## config.mk

```make
export PLATFORM = sky130hd
export DESIGN_NAME = iso2022jp_to_shift_jis_converter_flat
export DESIGN_NICKNAME = d
export VERILOG_FILES = /design/src/hdl/ij2s_pkg.sv /design/src/hdl/ij2s_if.sv /design/src/hdl/iso2022jp_to_shift_jis_converter.sv /design/src/hdl/ij2s_decode.sv /design/src/hdl/ij2s_outbuf.sv /design/src/flat_wrapper.sv
export SDC_FILE = /design/constraint.sdc
export NUM_CORES = 1
export LEC_CHECK = 0
export BUFFER_PORTS_ARGS = -buffer_cell sky130_fd_sc_hd__buf_2
export CAP_MARGIN = 20
export CELL_PAD_IN_SITES_DETAIL_PLACEMENT = 1
export CELL_PAD_IN_SITES_GLOBAL_PLACEMENT = 1
export CORE_MARGIN = 2
export CORE_UTILIZATION = 50
export DETAILED_ROUTE_END_ITERATION = 8
export HOLD_SLACK_MARGIN = 0.02
export PLACE_DENSITY_LB_ADDON = 0.1
export SETUP_SLACK_MARGIN = 0.15
export SYNTH_ARGS = -nofsm -noshare
export SYNTH_HDL_FRONTEND = slang
export SYNTH_SLANG_ARGS = --single-unit
```

## constraint.sdc

```tcl
create_clock -name clk -period 10.82 [get_ports clk]
set_clock_uncertainty 0.2 [all_clocks]
set_input_delay 0.541 -clock clk [delete_from_list [all_inputs] [get_ports clk]]
set_output_delay 0.541 -clock clk [all_outputs]
set_load 0.03 [all_outputs]
```

## src/hdl/ij2s_pkg.sv

```systemverilog
// Shared types, codes and the kanji pair conversion for the ISO-2022-JP to Shift-JIS converter.
package ij2s_pkg;

  localparam logic [7:0] ESC_BYTE    = 8'h1B;
  localparam logic [7:0] DOLLAR_BYTE = 8'h24;
  localparam logic [7:0] PAREN_BYTE  = 8'h28;

  localparam logic [7:0] ESCAPE_FINAL_RESET = 8'h42;

  localparam logic [7:0]  ODD_ROW_ADJ  = 8'h40 - 8'h21;
  localparam logic [7:0]  EVEN_ROW_ADJ = 8'h9E - 8'h21;
  localparam logic [7:0]  TRAIL_GAP    = 8'h7F;
  localparam logic [15:0] ROW_BIAS     = 16'h0021;
  localparam logic [15:0] LEAD_BASE    = 16'h0081;
  localparam logic [15:0] LEAD_GAP     = 16'h00A0;
  localparam logic [15:0] LEAD_SKIP    = 16'h0040;

  localparam int MAX_RESULTS = 3;

  // escape progress codes
  localparam logic [1:0] EP_NONE   = 2'd0;
  localparam logic [1:0] EP_ESC    = 2'd1;
  localparam logic [1:0] EP_DOLLAR = 2'd2;
  localparam logic [1:0] EP_SKIP   = 2'd3;

  typedef struct packed {
    logic       kanji;
    logic [1:0] esc_prog;
    logic       pair_pend;
    logic [7:0] first_byte;
  } state_t;

  typedef struct packed {
    logic [7:0] out_byte;
    logic       byte_valid;
    logic       string_done;
  } result_t;

  typedef struct packed {
    logic [1:0]                        cnt;
    result_t [MAX_RESULTS-1:0]         ent;
  } group_t;

  function automatic logic [15:0] convert_pair(input logic [7:0] hi, input logic [7:0] lo);
    logic [15:0] w1;
    logic [7:0]  w2;
    w2 = {1'b0, lo[6:0]} + (hi[0] ? ODD_ROW_ADJ : EVEN_ROW_ADJ);
    if (w2 >= TRAIL_GAP) begin
      w2 = w2 + 8'd1;
    end
    w1 = ({9'd0, hi[6:0]} - ROW_BIAS) >> 1;
    w1 = w1 + LEAD_BASE;
    if (w1 >= LEAD_GAP) begin
      w1 = w1 + LEAD_SKIP;
    end
    return {w1[7:0], w2};
  endfunction

endpackage

```

## src/hdl/ij2s_if.sv

```systemverilog
// Handshake interfaces for the input, result and configuration channels.
interface ij2s_in_if;
  logic       valid;
  logic       ready;
  logic [7:0] data_byte;
  logic       end_of_string;
  modport source (output valid, output data_byte, output end_of_string, input ready);
  modport sink   (input valid, input data_byte, input end_of_string, output ready);
endinterface

interface ij2s_out_if;
  logic       valid;
  logic       ready;
  logic [7:0] out_byte;
  logic       byte_valid;
  logic       string_done;
  modport source (output valid, output out_byte, output byte_valid, output string_done,
                  input ready);
  modport sink   (input valid, input out_byte, input byte_valid, input string_done,
                  output ready);
endinterface

interface ij2s_cfg_if;
  logic       valid;
  logic       ready;
  logic [7:0] data;
  modport source (output valid, output data, input ready);
  modport sink   (input valid, input data, output ready);
endinterface

```

## src/hdl/iso2022jp_to_shift_jis_converter.sv

```systemverilog
// Top level: ISO-2022-JP / JIS byte stream to Shift-JIS byte stream converter.
// One input word per cycle is taken while each byte yields at most one result and
// out_ch.ready is high; a byte that yields k results (0 to 3) holds the result register
// until all k are taken, and throughput is otherwise set by the single-word result port.
// A byte passes the input register, then the result register. The escape, mode and pair
// state updates with each accepted byte, so bytes stream back to back.
// Configuration writes are always accepted and should be made while the block is idle.
module iso2022jp_to_shift_jis_converter (
  input  logic        clk,
  input  logic        rst_n,
  ij2s_in_if.sink     in_ch,
  ij2s_out_if.source  out_ch,
  ij2s_cfg_if.sink    cfg_ch
);

  logic [7:0]       in_byte_r;
  logic             in_last_r;
  logic             in_vld_r;
  logic             in_vld_nxt;
  logic [7:0]       esc_final_r;
  ij2s_pkg::state_t st_r;
  ij2s_pkg::state_t st_nxt;
  ij2s_pkg::group_t grp;
  logic             can_load;
  logic             proc_fire;
  logic             in_fire;

  assign proc_fire    = in_vld_r && ((grp.cnt == 2'd0) || can_load);
  assign in_ch.ready  = !in_vld_r || proc_fire;
  assign in_fire      = in_ch.valid && in_ch.ready;
  assign cfg_ch.ready = 1'b1;

  always_comb begin
    in_vld_nxt = in_vld_r;
    if (in_fire) begin
      in_vld_nxt = 1'b1;
    end else if (proc_fire) begin
      in_vld_nxt = 1'b0;
    end
  end

  always_ff @(posedge clk) begin
    if (!rst_n) begin
      in_vld_r    <= 1'b0;
      st_r        <= '0;
      esc_final_r <= ij2s_pkg::ESCAPE_FINAL_RESET;
    end else begin
      in_vld_r <= in_vld_nxt;
      if (proc_fire) begin
        st_r <= st_nxt;
      end
      if (cfg_ch.valid) begin
        esc_final_r <= cfg_ch.data;
      end
    end
  end

  always_ff @(posedge clk) begin
    if (in_fire) begin
      in_byte_r <= in_ch.data_byte;
      in_last_r <= in_ch.end_of_string;
    end
  end

  ij2s_decode u_decode (
    .st           (st_r),
    .data_byte    (in_byte_r),
    .last         (in_last_r),
    .escape_final (esc_final_r),
    .st_nxt       (st_nxt),
    .grp          (grp)
  );

  ij2s_outbuf u_outbuf (
    .clk      (clk),
    .rst_n    (rst_n),
    .load     (proc_fire && (grp.cnt != 2'd0)),
    .grp      (grp),
    .can_load (can_load),
    .out_ch   (out_ch)
  );

  a_bare_marker_ends_string: assert property (@(posedge clk) disable iff (!rst_n)
    out_ch.valid && !out_ch.byte_valid |-> out_ch.string_done)
    else $error("bare end marker without string_done");

  a_state_clears_at_end: assert property (@(posedge clk) disable iff (!rst_n)
    proc_fire && in_last_r |=> st_r == '0)
    else $error("state not cleared after end of string");

  a_skip_is_ascii: assert property (@(posedge clk) disable iff (!rst_n)
    st_r.esc_prog == ij2s_pkg::EP_SKIP |-> !st_r.kanji)
    else $error("skip pending while in kanji mode");

  a_pair_only_in_kanji: assert property (@(posedge clk) disable iff (!rst_n)
    st_r.pair_pend |-> st_r.kanji && (st_r.esc_prog == ij2s_pkg::EP_NONE))
    else $error("pair pending outside kanji mode or with escape held");

endmodule

```

## src/hdl/ij2s_decode.sv

```systemverilog
// Per-byte escape tracking, mode update and result generation.
module ij2s_decode (
  input  ij2s_pkg::state_t st,
  input  logic [7:0]       data_byte,
  input  logic             last,
  input  logic [7:0]       escape_final,
  output ij2s_pkg::state_t st_nxt,
  output ij2s_pkg::group_t grp
);

  logic [15:0] cv_held;
  logic [15:0] cv_dollar;

  assign cv_held   = ij2s_pkg::convert_pair(st.first_byte, data_byte);
  assign cv_dollar = ij2s_pkg::convert_pair(ij2s_pkg::DOLLAR_BYTE, data_byte);

  always_comb begin
    logic [7:0] eb [ij2s_pkg::MAX_RESULTS];
    logic [1:0] n;
    ij2s_pkg::state_t s;
    for (int k = 0; k < ij2s_pkg::MAX_RESULTS; k++) begin
      eb[k] = '0;
    end
    n = '0;
    s = st;
    unique case (st.esc_prog)
      ij2s_pkg::EP_ESC: begin
        if (data_byte == ij2s_pkg::DOLLAR_BYTE) begin
          s.esc_prog = ij2s_pkg::EP_DOLLAR;
        end else if (data_byte == ij2s_pkg::PAREN_BYTE) begin
          s.kanji    = 1'b0;
          s.esc_prog = ij2s_pkg::EP_SKIP;
        end else begin
          s.esc_prog = ij2s_pkg::EP_NONE;
          eb[n] = ij2s_pkg::ESC_BYTE; n = n + 2'd1;
          if (data_byte == ij2s_pkg::ESC_BYTE) begin
            s.esc_prog = ij2s_pkg::EP_ESC;
          end else if (st.kanji) begin
            s.pair_pend  = 1'b1;
            s.first_byte = data_byte;
          end else begin
            eb[n] = data_byte; n = n + 2'd1;
          end
        end
      end
      ij2s_pkg::EP_DOLLAR: begin
        s.esc_prog = ij2s_pkg::EP_NONE;
        if (data_byte == escape_final) begin
          s.kanji = 1'b1;
        end else begin
          eb[n] = ij2s_pkg::ESC_BYTE; n = n + 2'd1;
          if (st.kanji) begin
            // '$' opens a pair; this byte closes it, ESC or not
            eb[n] = cv_dollar[15:8]; n = n + 2'd1;
            eb[n] = cv_dollar[7:0];  n = n + 2'd1;
          end else begin
            eb[n] = ij2s_pkg::DOLLAR_BYTE; n = n + 2'd1;
            if (data_byte == ij2s_pkg::ESC_BYTE) begin
              s.esc_prog = ij2s_pkg::EP_ESC;
            end else begin
              eb[n] = data_byte; n = n + 2'd1;
            end
          end
        end
      end
      ij2s_pkg::EP_SKIP: begin
        s.esc_prog = ij2s_pkg::EP_NONE;
      end
      default: begin
        if (st.pair_pend) begin
          s.pair_pend  = 1'b0;
          s.first_byte = '0;
          eb[n] = cv_held[15:8]; n = n + 2'd1;
          eb[n] = cv_held[7:0];  n = n + 2'd1;
        end else if (data_byte == ij2s_pkg::ESC_BYTE) begin
          s.esc_prog = ij2s_pkg::EP_ESC;
        end else if (st.kanji) begin
          s.pair_pend  = 1'b1;
          s.first_byte = data_byte;
        end else begin
          eb[n] = data_byte; n = n + 2'd1;
        end
      end
    endcase

    if (last) begin
      if (s.esc_prog == ij2s_pkg::EP_ESC) begin
        eb[n] = ij2s_pkg::ESC_BYTE; n = n + 2'd1;
      end else if (s.esc_prog == ij2s_pkg::EP_DOLLAR) begin
        eb[n] = ij2s_pkg::ESC_BYTE;    n = n + 2'd1;
        eb[n] = ij2s_pkg::DOLLAR_BYTE; n = n + 2'd1;
      end
      s = '0;
    end

    st_nxt = s;
    for (int k = 0; k < ij2s_pkg::MAX_RESULTS; k++) begin
      grp.ent[k].out_byte    = eb[k];
      grp.ent[k].byte_valid  = 1'b1;
      grp.ent[k].string_done = last && (n == 2'(k + 1));
    end
    grp.cnt = n;
    if (last && (n == 2'd0)) begin
      grp.ent[0] = '{out_byte: 8'd0, byte_valid: 1'b0, string_done: 1'b1};
      grp.cnt    = 2'd1;
    end
  end

endmodule

```

## src/hdl/ij2s_outbuf.sv

```systemverilog
// Result register that holds one byte's results and hands them out a word per cycle while out_ch.ready is high.
module ij2s_outbuf (
  input  logic                clk,
  input  logic                rst_n,
  input  logic                load,
  input  ij2s_pkg::group_t    grp,
  output logic                can_load,
  ij2s_out_if.source          out_ch
);

  ij2s_pkg::group_t grp_r;
  logic [1:0]       idx_r;
  logic [1:0]       idx_nxt;
  logic             vld_r;
  logic             vld_nxt;
  logic             pop;
  logic             pop_last;

  assign pop      = vld_r && out_ch.ready;
  assign pop_last = pop && (idx_r == grp_r.cnt - 2'd1);
  assign can_load = !vld_r || pop_last;

  always_comb begin
    idx_nxt = idx_r;
    vld_nxt = vld_r;
    if (load) begin
      idx_nxt = '0;
      vld_nxt = 1'b1;
    end else if (pop_last) begin
      idx_nxt = '0;
      vld_nxt = 1'b0;
    end else if (pop) begin
      idx_nxt = idx_r + 2'd1;
    end
  end

  always_ff @(posedge clk) begin
    if (!rst_n) begin
      idx_r <= '0;
      vld_r <= 1'b0;
    end else begin
      idx_r <= idx_nxt;
      vld_r <= vld_nxt;
    end
  end

  always_ff @(posedge clk) begin
    if (load) begin
      grp_r <= grp;
    end
  end

  assign out_ch.valid       = vld_r;
  assign out_ch.out_byte    = grp_r.ent[idx_r].out_byte;
  assign out_ch.byte_valid  = grp_r.ent[idx_r].byte_valid;
  assign out_ch.string_done = grp_r.ent[idx_r].string_done;

endmodule

```

## src/flat_wrapper.sv

```systemverilog
// flat-port wrapper written by rule: the top's interface ports become plain ports
module iso2022jp_to_shift_jis_converter_flat 
  (clk, rst_n, in_ch_valid, in_ch_data_byte, in_ch_end_of_string, in_ch_ready, out_ch_valid, out_ch_out_byte, out_ch_byte_valid, out_ch_string_done, out_ch_ready, cfg_ch_valid, cfg_ch_data, cfg_ch_ready);
  ij2s_in_if in_ch_i ();
  ij2s_out_if out_ch_i ();
  ij2s_cfg_if cfg_ch_i ();
  input  logic clk;
  input  logic rst_n;
  input wire logic [$bits(in_ch_i.valid)-1:0] in_ch_valid;
  input wire logic [$bits(in_ch_i.data_byte)-1:0] in_ch_data_byte;
  input wire logic [$bits(in_ch_i.end_of_string)-1:0] in_ch_end_of_string;
  output wire logic [$bits(in_ch_i.ready)-1:0] in_ch_ready;
  output wire logic [$bits(out_ch_i.valid)-1:0] out_ch_valid;
  output wire logic [$bits(out_ch_i.out_byte)-1:0] out_ch_out_byte;
  output wire logic [$bits(out_ch_i.byte_valid)-1:0] out_ch_byte_valid;
  output wire logic [$bits(out_ch_i.string_done)-1:0] out_ch_string_done;
  input wire logic [$bits(out_ch_i.ready)-1:0] out_ch_ready;
  input wire logic [$bits(cfg_ch_i.valid)-1:0] cfg_ch_valid;
  input wire logic [$bits(cfg_ch_i.data)-1:0] cfg_ch_data;
  output wire logic [$bits(cfg_ch_i.ready)-1:0] cfg_ch_ready;
  assign in_ch_i.valid = in_ch_valid;
  assign in_ch_i.data_byte = in_ch_data_byte;
  assign in_ch_i.end_of_string = in_ch_end_of_string;
  assign in_ch_ready = in_ch_i.ready;
  assign out_ch_valid = out_ch_i.valid;
  assign out_ch_out_byte = out_ch_i.out_byte;
  assign out_ch_byte_valid = out_ch_i.byte_valid;
  assign out_ch_string_done = out_ch_i.string_done;
  assign out_ch_i.ready = out_ch_ready;
  assign cfg_ch_i.valid = cfg_ch_valid;
  assign cfg_ch_i.data = cfg_ch_data;
  assign cfg_ch_ready = cfg_ch_i.ready;
  iso2022jp_to_shift_jis_converter u_core (.clk(clk), .rst_n(rst_n), .in_ch(in_ch_i), .out_ch(out_ch_i), .cfg_ch(cfg_ch_i));
endmodule
```

==> metrics.txt, run 1 <==
status finished clean; layout cell share with drive strength beyond 1 around an eighth; Die Wd ~100 um; YS warnings 0; DP Worst Slack about 6.5 ns; Setup WS post-layout around 6.4 ns; Period Utilization, post-route between 40% and 50%; via count 3996; Synth Area in Compound Gates between 20% and 30%; top post-synthesis cells by count 58 x nand2_1, 44 x nor2_1, 39 x edfxtp_1; pin count of the biggest net entering global routing 31; routed len/inst slightly below 20 um; post-synth net total just under 600; drt initial violations 255; fin area around 5000 um2; CTS buffer count 9; P_int 409.4 uW; Hold WC Path Type in2reg; post-synth top area cell edfxtp_1; Critical Path Start u_core.in_byte_r[0]$_DFFE_PP_; Slew Limit Fails 0; Worst Tran Pin Value 0.9713 ns; CP Capture Point u_core.u_outbuf.grp_r[9]$_SDFFCE_PP0P_; Clk pwr share around two fifths; Overall Global Routing Usage 26.85%; XOR/XNOR share of the synthesized area under 10%; CTS root buf clkbuf_8; Critical Path Source Type register; first-pass GRT wire length 21080 um; PwrDens 112.2 nW/um2; Max Fanout on Critical Path 16; vias in the first global route 4055; Fin Setup TNS 0 ns; worst vdd ir approximately 0.075 mV; reg2reg start u_core.in_byte_r[0]$_DFFE_PP_; Synth Instances around 540; most common flop cell mapped by yosys edfxtp_1; cts repair resizes 0; Reg2Reg Setup Slack 6.42 ns; row count 35; Seq cells post-synth just over 60; H-Tree Depth 3; clock-pin slew on the worst setup and hold paths around 0.080 ns; max_cap viols 0; CTS tree yes; Layout area overhead 7.762%; Net Sw Frac around 28%; hpwl dp ~9600 um; adder-cell area share of the yosys netlist under 10%; crit path kind reg2reg; initial core utilization approximately half; I/O Buffers 33; unrepaired setup endpoints after global routing false; leading cell types by total area after synthesis edfxtp_1 25%, dfxtp_1 9.8%, ha_1 5.6%, nand2_1 4.6%, mux2i_1 4.5%; syn_area_per_cell between 8 and 9 um2; Synth top area share 24.97%; mux contribution to synthesized area 5.201%; final core occ a little under three fifths; Min Clock Period, post-route between 4 and 5 ns; top-count cell post-synth nand2_1; Post-Synth Simple-Gate Area a little over a fifth; I/O pins 35; combinational share of power approximately an eighth; detailed-route DRC error count 0; # nets final just under 600; final setup fails 0; Antenna Cells 0; Psw between 150 and 200 uW; gr ovfl total 0; Post-synth EDFFs 39; Core ar. slightly above 9000 um2; clock latency on the worst-skew pair roughly 0.36 ns; Worst Path Required 10.71 ns; largest family of logic cells by synthesized area simple AND/OR/NAND/NOR gates; CP Data Arrival Time about 4.3 ns; CTS sink count 62; sequential power share about half; Post-synth ARST share 0%; Hold Fails Final Rpt 0; final wirelength 12950 um; synth unique cells 74; number of buffers inserted by hold repair at cts 0; die area approximately 10000 um2; drt pass-1 iters 4; maximum root-to-sink buffer count 2; Post-CTS Setup Inserts 0; register area share after synthesis 34.78%; Fillers between 1000 and 1500; Placed Area between 4000 and 5000 um2; Rel. slew slack 35.11%; Max Clock Freq about 0.23 GHz; synthesized cell area about 4700 um2; Pleak around 0.0019 uW; Critical Path Sink Type register; worst reg-to-reg path cell count 11; worst r2r dst u_core.u_outbuf.grp_r[9]$_SDFFCE_PP0P_; initial antenna violation count 0; Die Y roughly 100 um; antenna-violating nets left 0; DR vias/cell approximately 6; gpl congestion a little under 0.9
## worst max-delay path: stages, from the launching register on
cell and delay [ns]:
edfxtp_1 0.74, ha_1 0.46, or3b_1 0.43, o21ai_2 0.31, nor2_1 0.12, a211o_1 0.27, and2_1 0.23, ha_1 0.30
or2_2 0.34, o2bb2ai_2 0.17, o41ai_4 0.46, nor3_1 0.10
## flip-flops by register name, indices dropped and copies added (netlist names)
name                          cells
u_core.st_r                      11
u_core.in_byte_r                  8
u_core.esc_final_r                8
u_core.in_vld_r                   1
u_core.u_outbuf.grp_r            30
u_core.u_outbuf.out_ch.valid      1
u_core.in_last_r                  1
u_core.u_outbuf.idx_r             2
## cell families after synthesis
family,count (synthesis)
muxes,24
DFF,62
and+or+nand+nor,195
buffers and inverters,57
AOI/OAI and AO/OA,144
xor gates and xnor gates,33
other,1
adders and majority gates,22
## power by group through the flow
stage / sequential [uW] / combinational [uW] / clock [uW]
2_1_floorplan: 271 / 59.2 / 0
3_3_place_gp: 281 / 67.9 / 0
3_5_place_dp: 281 / 70.2 / 0
4_1_cts: 276 / 70.9 / 222
5_1_grt: 278 / 78.2 / 229
6_report: 276 / 70.7 / 220
## how the worst min path moves through the flow
stage	startpoint	endpoint	slack, ns	depth (start not counted)
2_1_floorplan	u_core.esc_final_r[1]$_SDFFE_PN1P_	u_core.esc_final_r[1]$_SDFFE_PN1P_	0.26	2
3_3_place_gp	u_core.st_r[6]$_SDFFE_PN0P_	u_core.st_r[6]$_SDFFE_PN0P_	0.30	2
3_5_place_dp	u_core.st_r[6]$_SDFFE_PN0P_	u_core.st_r[6]$_SDFFE_PN0P_	0.32	2
4_1_cts	in_ch_data_byte[6]	u_core.in_byte_r[6]$_DFFE_PP_	0.16	1
5_1_grt	in_ch_data_byte[5]	u_core.in_byte_r[5]$_DFFE_PP_	0.16	1
6_report	in_ch_data_byte[4]	u_core.in_byte_r[4]$_DFFE_PP_	0.15	1
## cell type report
| type | instances | area [um2] | area share, % |
|---|---|---|---|
| clock buffer | 11 | 152.6 | 3.020 |
| clock inverter | 5 | 55.05 | 1.089 |
| tap | 111 | 138.9 | 2.748 |
| multi-input combinational | 419 | 2818 | 55.74 |
| timing repair buffer | 34 | 172.7 | 3.416 |
| inverter | 23 | 86.33 | 1.708 |
| sequential | 62 | 1632 | 32.28 |
## metal layers
layer / wire length, um / up-vias / share of wire (%) / GRT usage (%)
li1: - / 1976 / - / -
met1: 5783 / 1924 / 45 / 34.56
met2: 6513 / 77 / 50 / 47.33
met3: 411 / 19 / 3.2 / 3.190
met4: 240 / 0 / 1.9 / 7.692
met5: 0 / - / 0 / 0
## placed cells by master (no fill, tap or decap), types with 4 or more instances in the layout
master    synthesis  final
o31ai_1           7      7
nand2_1          58     58
or2_2             4      4
or3_1             4      4
xor2_1           15     15
nor3_1           13     13
nor2_1           44     44
and3_1            5      5
xnor2_1          17     17
a21oi_1          38     37
a211o_1           4      4
buf_2             4     33
nand3_1          20     20
edfxtp_1         39     39
a21o_1            4      4
o21ai_0          38     38
clkbuf_8          0      9
mux2i_1          21     21
a32o_1            5      5
o22ai_1           4      4
ha_1             21     21
dfxtp_1          23     23
a31oi_1           4      4
and2_1            4      4
a211oi_1          5      5
nand3b_1          6      6
nor2b_1          11     11
nand2b_1          7      7
inv_1            21     21
## through the flow
stage | hold WS, ns | total power (uW) | instances
floorplan | 0.2623 | 330.6 | 538
global placement | 0.3031 | 348.5 | 649
detailed placement | 0.3171 | 351.5 | 649
CTS | 0.1578 | 568.8 | 665
global route | 0.1566 | 585.4 | 665
finish | 0.1538 | 567.3 | 665
(Power assumes the default switching activity.)
==> inputs of run 2 (changes only) <==
--- a/config.mk
+++ b/config.mk
@@ -10,7 +10,7 @@
 export CELL_PAD_IN_SITES_DETAIL_PLACEMENT = 1
 export CELL_PAD_IN_SITES_GLOBAL_PLACEMENT = 1
 export CORE_MARGIN = 2
-export CORE_UTILIZATION = 50
+export CORE_UTILIZATION = 47
 export DETAILED_ROUTE_END_ITERATION = 8
 export HOLD_SLACK_MARGIN = 0.02
 export PLACE_DENSITY_LB_ADDON = 0.1
==> constraint.sdc (replaced) <==
create_clock -name clk -period 4.15 [get_ports clk]
set_clock_uncertainty 0.2 [all_clocks]
set_input_delay 0.2075 -clock clk [delete_from_list [all_inputs] [get_ports clk]]
set_output_delay 0.2075 -clock clk [all_outputs]
set_load 0.03 [all_outputs]
==> metrics.txt, run 2 (synthesis results as in run 1) <==
status finished clean; initial antenna violation count 0 (unchanged); die area 10800 um2 (+6.1%); Top Registers u_core.u_outbuf.grp_r (30), u_core.st_r (11); antenna-violating nets left 0 (unchanged); final setup fails 0 (unchanged); drt initial violations 210 (-18%); Layout area overhead 14.43%; # nets final 626 (+5.6%); pin count of the biggest net entering global routing 31 (unchanged); Critical Path Start u_core.in_byte_r[0]$_DFFE_PP_; clock-pin slew on the worst setup and hold paths 0.07 ns (about the same); combinational share of power 15.4% (+2.9 points); worst r2r dst u_core.u_outbuf.grp_r[9]$_SDFFCE_PP0P_; unrepaired setup endpoints after global routing false; hpwl dp 10340 um (+7.7%); Critical Path Source Type register; sequential power share 48.8% (about the same); Overall Global Routing Usage 26.17% (-0.68 points); vias in the first global route 4251 (+4.8%); Net Sw Frac 27.92% (+0.079 points); Worst Tran Pin Value 0.7901 ns (-0.1812 ns); layout cell share with drive strength beyond 1 15.16% (+2.0 points); Post-CTS Setup Inserts 0 (unchanged); Fin Setup TNS 0 ns (unchanged); I/O Buffers 33 (unchanged); Psw 405.0 uW (+160%); Antenna Cells 0 (unchanged); via count 4199 (+5.1%); max reg flops 30 (unchanged); fin area 5368 um2 (+6.2%); reg2reg start u_core.in_byte_r[0]$_DFFE_PP_; DR vias/cell 5.832 (-2.9%); H-Tree Depth 3 (unchanged); Worst Path Required 4.04 ns (-6.67 ns); Core ar. 9729 um2 (+6.3%); Top reg by flops u_core.u_outbuf.grp_r; Hold WC Path Type in2reg; first-pass GRT wire length 22610 um (+7.3%); PwrDens 270.2 nW/um2 (+140%); worst vdd ir 0.1756 mV (+140%); Hold Fails Final Rpt 0 (unchanged); drt pass-1 iters 7 (+3); gr ovfl total 0 (unchanged); Die Wd 103.9 um (+3.0%); CTS sink count 62 (unchanged); Pwr Total 1450 uW (+160%); clock latency on the worst-skew pair 0.36 ns (about the same); max_cap viols 0 (unchanged); Pleak 0.002014 uW (+7.5%); detailed-route DRC error count 0 (unchanged); CP Capture Point u_core.u_outbuf.grp_r[9]$_SDFFCE_PP0P_; row count 36 (+2.9%); worst reg-to-reg path cell count 11 (unchanged); Rel. slew slack 47.26% (+12 points); gpl congestion 0.9306 (+3.9%); Min Clock Period, post-route 3.859 ns (-0.5429 ns); Placed Area 4987 um2 (+2.9%); routed len/inst 19.07 um (-2.1%); Max Clock Freq 0.2591 GHz (+14%); Reg2Reg Setup Slack 0.29 ns (-6.13 ns); Max Fanout on Critical Path 7 (-9); Critical Path Sink Type register; Period Utilization, post-route 92.99% (+52 points); CTS tree yes; Clk pwr share 35.8% (-3.0 points); commonest non-fill, non-tap cell in the layout nand2_1; Slew Limit Fails 0 (unchanged); CP Data Arrival Time 3.75 ns (-0.54 ns); most frequent cells in the layout 58 x nand2_1, 43 x nor2_1, 39 x edfxtp_1; final core occ 55.17% (-0.059 points); maximum root-to-sink buffer count 2 (unchanged); CTS root buf clkbuf_8; P_int 1046 uW (+160%); Die Y 103.9 um (+3.0%); I/O pins 35 (unchanged); initial core utilization 48.21% (-3.0 points); CTS buffer count 9 (unchanged); final wirelength 13730 um (+6.0%); crit path kind reg2reg
[run 2: metrics by stage]
| stage | setup WS, ns | cells | hold slack (ns) |
|---|---|---|---|
| 2_1_floorplan | 0.2749 | 538 | 0.1064 |
| 3_3_place_gp | 0.5222 | 686 | 0.1840 |
| 3_5_place_dp | 0.3334 | 686 | 0.1862 |
| 4_1_cts | 0.2991 | 720 | 0.03100 |
| 5_1_grt | 0.1539 | 720 | 0.08117 |
| 6_report | 0.2908 | 720 | 0.03174 |
[run 2: worst max-delay path, cell delays in order, from the launching register on]
cell       delay (ns)
edfxtp_1         0.46
ha_1             0.21
or3b_1           0.38
o21ai_2          0.31
nor2_1           0.11
a211o_1          0.28
and2_1           0.25
ha_1             0.30
or2_2            0.33
o2bb2ai_2        0.19
o41ai_4          0.47
nor3_1           0.11
[run 2: area by class of cell]
class / instances / area (um2)
Timing Repair Buffer: 67 / 465.4
Multi-Input combinational cell: 419 / 2835
Tap cell: 133 / 166.4
Inverter: 23 / 86.33
Clock inverter: 5 / 51.30
Clock buffer: 11 / 131.4
Fill cell: 1157 / 4362
Sequential cell: 62 / 1632
[run 2: power groups by stage]
stage               logic [uW]  clock network (uW)  registers, uW
floorplan                  155                   0            707
global placement           199                   0            720
detailed placement         206                   0            721
CTS                        220                 529            707
global route               244                 556            711
finish                     223                 520            708
[run 2: timing repair]
action,4_1_cts,5_1_grt
hold endpoints to repair,18,0
setup endpoints to repair,0,10
gates resized for setup,0,4
hold buffers,18,0
[run 2: metal layers]
metal | share of wire [%] | wire, um | GRT usage, % | up-vias
met5 | 0 | 0 | 0 | -
met4 | 2.7 | 369 | 9.363 | 0
met3 | 3.6 | 496 | 3.634 | 29
met2 | 49 | 6763 | 44.03 | 113
met1 | 44 | 6099 | 34.46 | 2024
li1 | - | - | - | 2033
[run 2: worst min path at each step]
stage                                   from                                  to  slack (ns)  cells past startpoint
final                                  rst_n  u_core.esc_final_r[1]$_SDFFE_PN1P_        0.03                      2
after global routing                   rst_n  u_core.esc_final_r[1]$_SDFFE_PN1P_        0.08                      2
after CTS                              rst_n  u_core.esc_final_r[1]$_SDFFE_PN1P_        0.03                      2
after detailed placement  in_ch_data_byte[5]       u_core.in_byte_r[5]$_DFFE_PP_        0.19                      1
after global placement    in_ch_data_byte[7]       u_core.in_byte_r[7]$_DFFE_PP_        0.18                      1
after floorplan           in_ch_data_byte[0]       u_core.in_byte_r[0]$_DFFE_PP_        0.11                      0
==> inputs of run 3 (changes only) <==
--- a/config.mk
+++ b/config.mk
@@ -10,11 +10,11 @@
 export CELL_PAD_IN_SITES_DETAIL_PLACEMENT = 1
 export CELL_PAD_IN_SITES_GLOBAL_PLACEMENT = 1
 export CORE_MARGIN = 2
-export CORE_UTILIZATION = 47
+export CORE_UTILIZATION = 42
 export DETAILED_ROUTE_END_ITERATION = 8
 export HOLD_SLACK_MARGIN = 0.02
 export PLACE_DENSITY_LB_ADDON = 0.1
-export SETUP_SLACK_MARGIN = 0.15
+export SETUP_SLACK_MARGIN = 0.5
 export SYNTH_ARGS = -nofsm -noshare
 export SYNTH_HDL_FRONTEND = slang
 export SYNTH_SLANG_ARGS = --single-unit
==> constraint.sdc (replaced) <==
create_clock -name clk -period 3.23 [get_ports clk]
set_clock_uncertainty 0.2 [all_clocks]
set_input_delay 0.1615 -clock clk [delete_from_list [all_inputs] [get_ports clk]]
set_output_delay 0.1615 -clock clk [all_outputs]
set_load 0.03 [all_outputs]
==> metrics.txt, run 3 (synthesis results as in run 1) <==
status finished, violations left; failing checks negative setup slack; I/O Buffers 33 (unchanged); Core ar. 10890 um2 (+12%); CTS root buf clkbuf_8; CTS sink count 62 (unchanged); Hold Fails Final Rpt 0 (unchanged); CP Data Arrival Time 3.22 ns (-0.53 ns); DR vias/cell 5.900 (+1.2%); maximum root-to-sink buffer count 2 (unchanged); I/O pins 35 (unchanged); die area 12030 um2 (+11%); # nets final 723 (+15%); Slew Limit Fails 0 (unchanged); clock-pin slew on the worst setup and hold paths 0.07 ns (about the same); CTS buffer count 9 (unchanged); row count 38 (+5.6%); first-pass GRT wire length 26880 um (+19%); drt initial violations 291 (+39%); worst reg-to-reg path cell count 12 (+1); Worst path top cell family by delay compound AO/OA/AOI/OAI gates; Worst path most repeated cell buf_6; Fillers 1228 (+6.1%); GR Layer Usage met3 6.995% (+3.4 points); Final Hold Slack 0.06183 ns (+0.03009 ns); Antenna Cells 0 (unchanged); CP max stage delay 0.47 ns (about the same); Top Registers u_core.u_outbuf.grp_r (30), u_core.st_r (11); max_cap viols 0 (unchanged); Max Fanout on Critical Path 4 (-3); Setup WS post-layout -0.09487 ns (-0.3857 ns); Worst Tran Pin Value 0.7489 ns (-0.04123 ns); Min Clock Period, post-route 3.325 ns (-0.5343 ns); unrepaired setup endpoints after global routing true; worst vdd ir 0.1980 mV (+13%); Bufs and invs on worst path 4 (+4); initial core utilization 43.08% (-5.1 points); Fin Setup TNS -1.204 ns (-1.204 ns); Stages on worst setup path 12 (+1); slowest CP cell edfxtp_1; CTS tree yes; Period Utilization, post-route 102.9% (+9.9 points); routed len/inst 22.00 um (+15%); Max Clock Freq 0.3008 GHz (+16%); pin count of the biggest net entering global routing 26 (-16%); antenna-violating nets left 0 (unchanged); max reg flops 30 (unchanged); Overall Global Routing Usage 29.89% (+3.7 points); DP Worst Slack -0.1779 ns (-0.5112 ns); gr ovfl total 0 (unchanged); final wirelength 18130 um (+32%); Die Wd 109.7 um (+5.6%); busiest grt layer met2; Critical Path Source Type register; vias in the first global route 5038 (+19%); H-Tree Depth 3 (unchanged); crit path kind reg2reg; CP cell instances xor2_1 -> nor4_4 -> a21boi_4 -> buf_6 -> o31a_1 -> inv_2 -> ha_4 -> buf_4 -> buf_6 -> nand3_1 -> o22ai_1 -> o21ai_1; Placed Area 5560 um2 (+11%); most frequent cells in the layout 85 x buf_4, 55 x nand2_1, 39 x edfxtp_1; clock latency on the worst-skew pair 0.36 ns (about the same); met1 Track Usage GR 33.25% (-1.2 points); gpl congestion 0.9629 (+3.5%); hold path cells 3 (+1); initial antenna violation count 0 (unchanged); Layout area overhead 43.66%; Pwr Total 2034 uW (+40%); M2 GR Usage 53.92% (+9.9 points); fin area 6739 um2 (+26%); Top reg by flops u_core.u_outbuf.grp_r; Die Y 109.7 um (+5.6%); layout cell share with drive strength beyond 1 36.26% (+21 points); Critical Path Sink Type register; detailed-route DRC error count 0 (unchanged); hpwl dp 11630 um (+12%); drt pass-1 iters 6 (-1); PwrDens 301.8 nW/um2 (+12%); final setup fails 20 (+20); via count 4862 (+16%); commonest non-fill, non-tap cell in the layout buf_4; Hold WC Path Type in2reg; Rel. slew slack 49.84% (+2.6 points); Worst Path Required 3.12 ns (-0.92 ns); Pleak 0.002589 uW (+29%)
-- run 3: cell count changes in the layout (fill, tap and decap cells not counted), sizes merged --
| cell | before | now |
|---|---|---|
| clkinvlp | 1 | 0 |
| bufinv | 1 | 0 |
| clkinv | 4 | 3 |
| and2 | 4 | 5 |
| dlygate4sd3 | 18 | 22 |
| a21oi | 38 | 40 |
| buf | 49 | 139 |
| clkbuf | 11 | 14 |
-- run 3: tightest hold or removal path, delay by kind of cell --
| kind | cells | cell delay, ns |
|---|---|---|
| muxes | 1 | 0.16 |
| and+or+nand+nor | 1 | 0.06 |
| buffers and inverters | 1 | 0.18 |
-- run 3: what timing repair did --
item	in CTS	in global routing
gates resized for setup	67	37
endpoints found under the hold margin	18	0
cloned	3	0
setup buffers	21	8
hold buffers	22	0
setup endpoints to repair	85	85
pin swaps	47	24
-- run 3: cell type report --
class	count	area [um2]	share of cell area [%]
inverter	23	88.84	1.318
timing repair buffer	161	1292	19.18
multi-input combinational	422	3346	49.65
clock inverter	2	10.01	0.1485
clock buffer	14	195.2	2.896
sequential	62	1632	24.21
tap	140	175.2	2.599
-- run 3: final timing paths --
check                                start                                   to  slack, ns
max          u_core.in_byte_r[2]$_DFFE_PP_  u_core.u_outbuf.grp_r[14]$_DFFE_PP_      -0.09
min                           cfg_ch_valid   u_core.esc_final_r[7]$_SDFFE_PN0P_       0.06
max reg2reg  u_core.in_byte_r[2]$_DFFE_PP_  u_core.u_outbuf.grp_r[14]$_DFFE_PP_      -0.09
min reg2reg    u_core.st_r[6]$_SDFFE_PN0P_          u_core.st_r[6]$_SDFFE_PN0P_       0.30
-- run 3: power by group --
part	internal [uW]	switching, uW	total [uW]	leakage [uW]
sequential	875	29.1	904	0.000553
clock	391	319	710	0.000107
combinational	187	232	419	0.00193
total	1450	580	2030	0.00259
-- run 3: layer usage --
layer / vias to the layer above / wire (um)
li1: 2226 / -
met1: 2423 / 6882
met2: 169 / 9563
met3: 44 / 988
met4: 0 / 696
met5: - / 0
-- run 3: through the flow --
step                      cells  util (%)
final                       824     61.89
after global routing        824     61.89
after CTS                   816     59.74
after detailed placement    754     51.07
after global placement      754     51.07
after floorplan             538         -
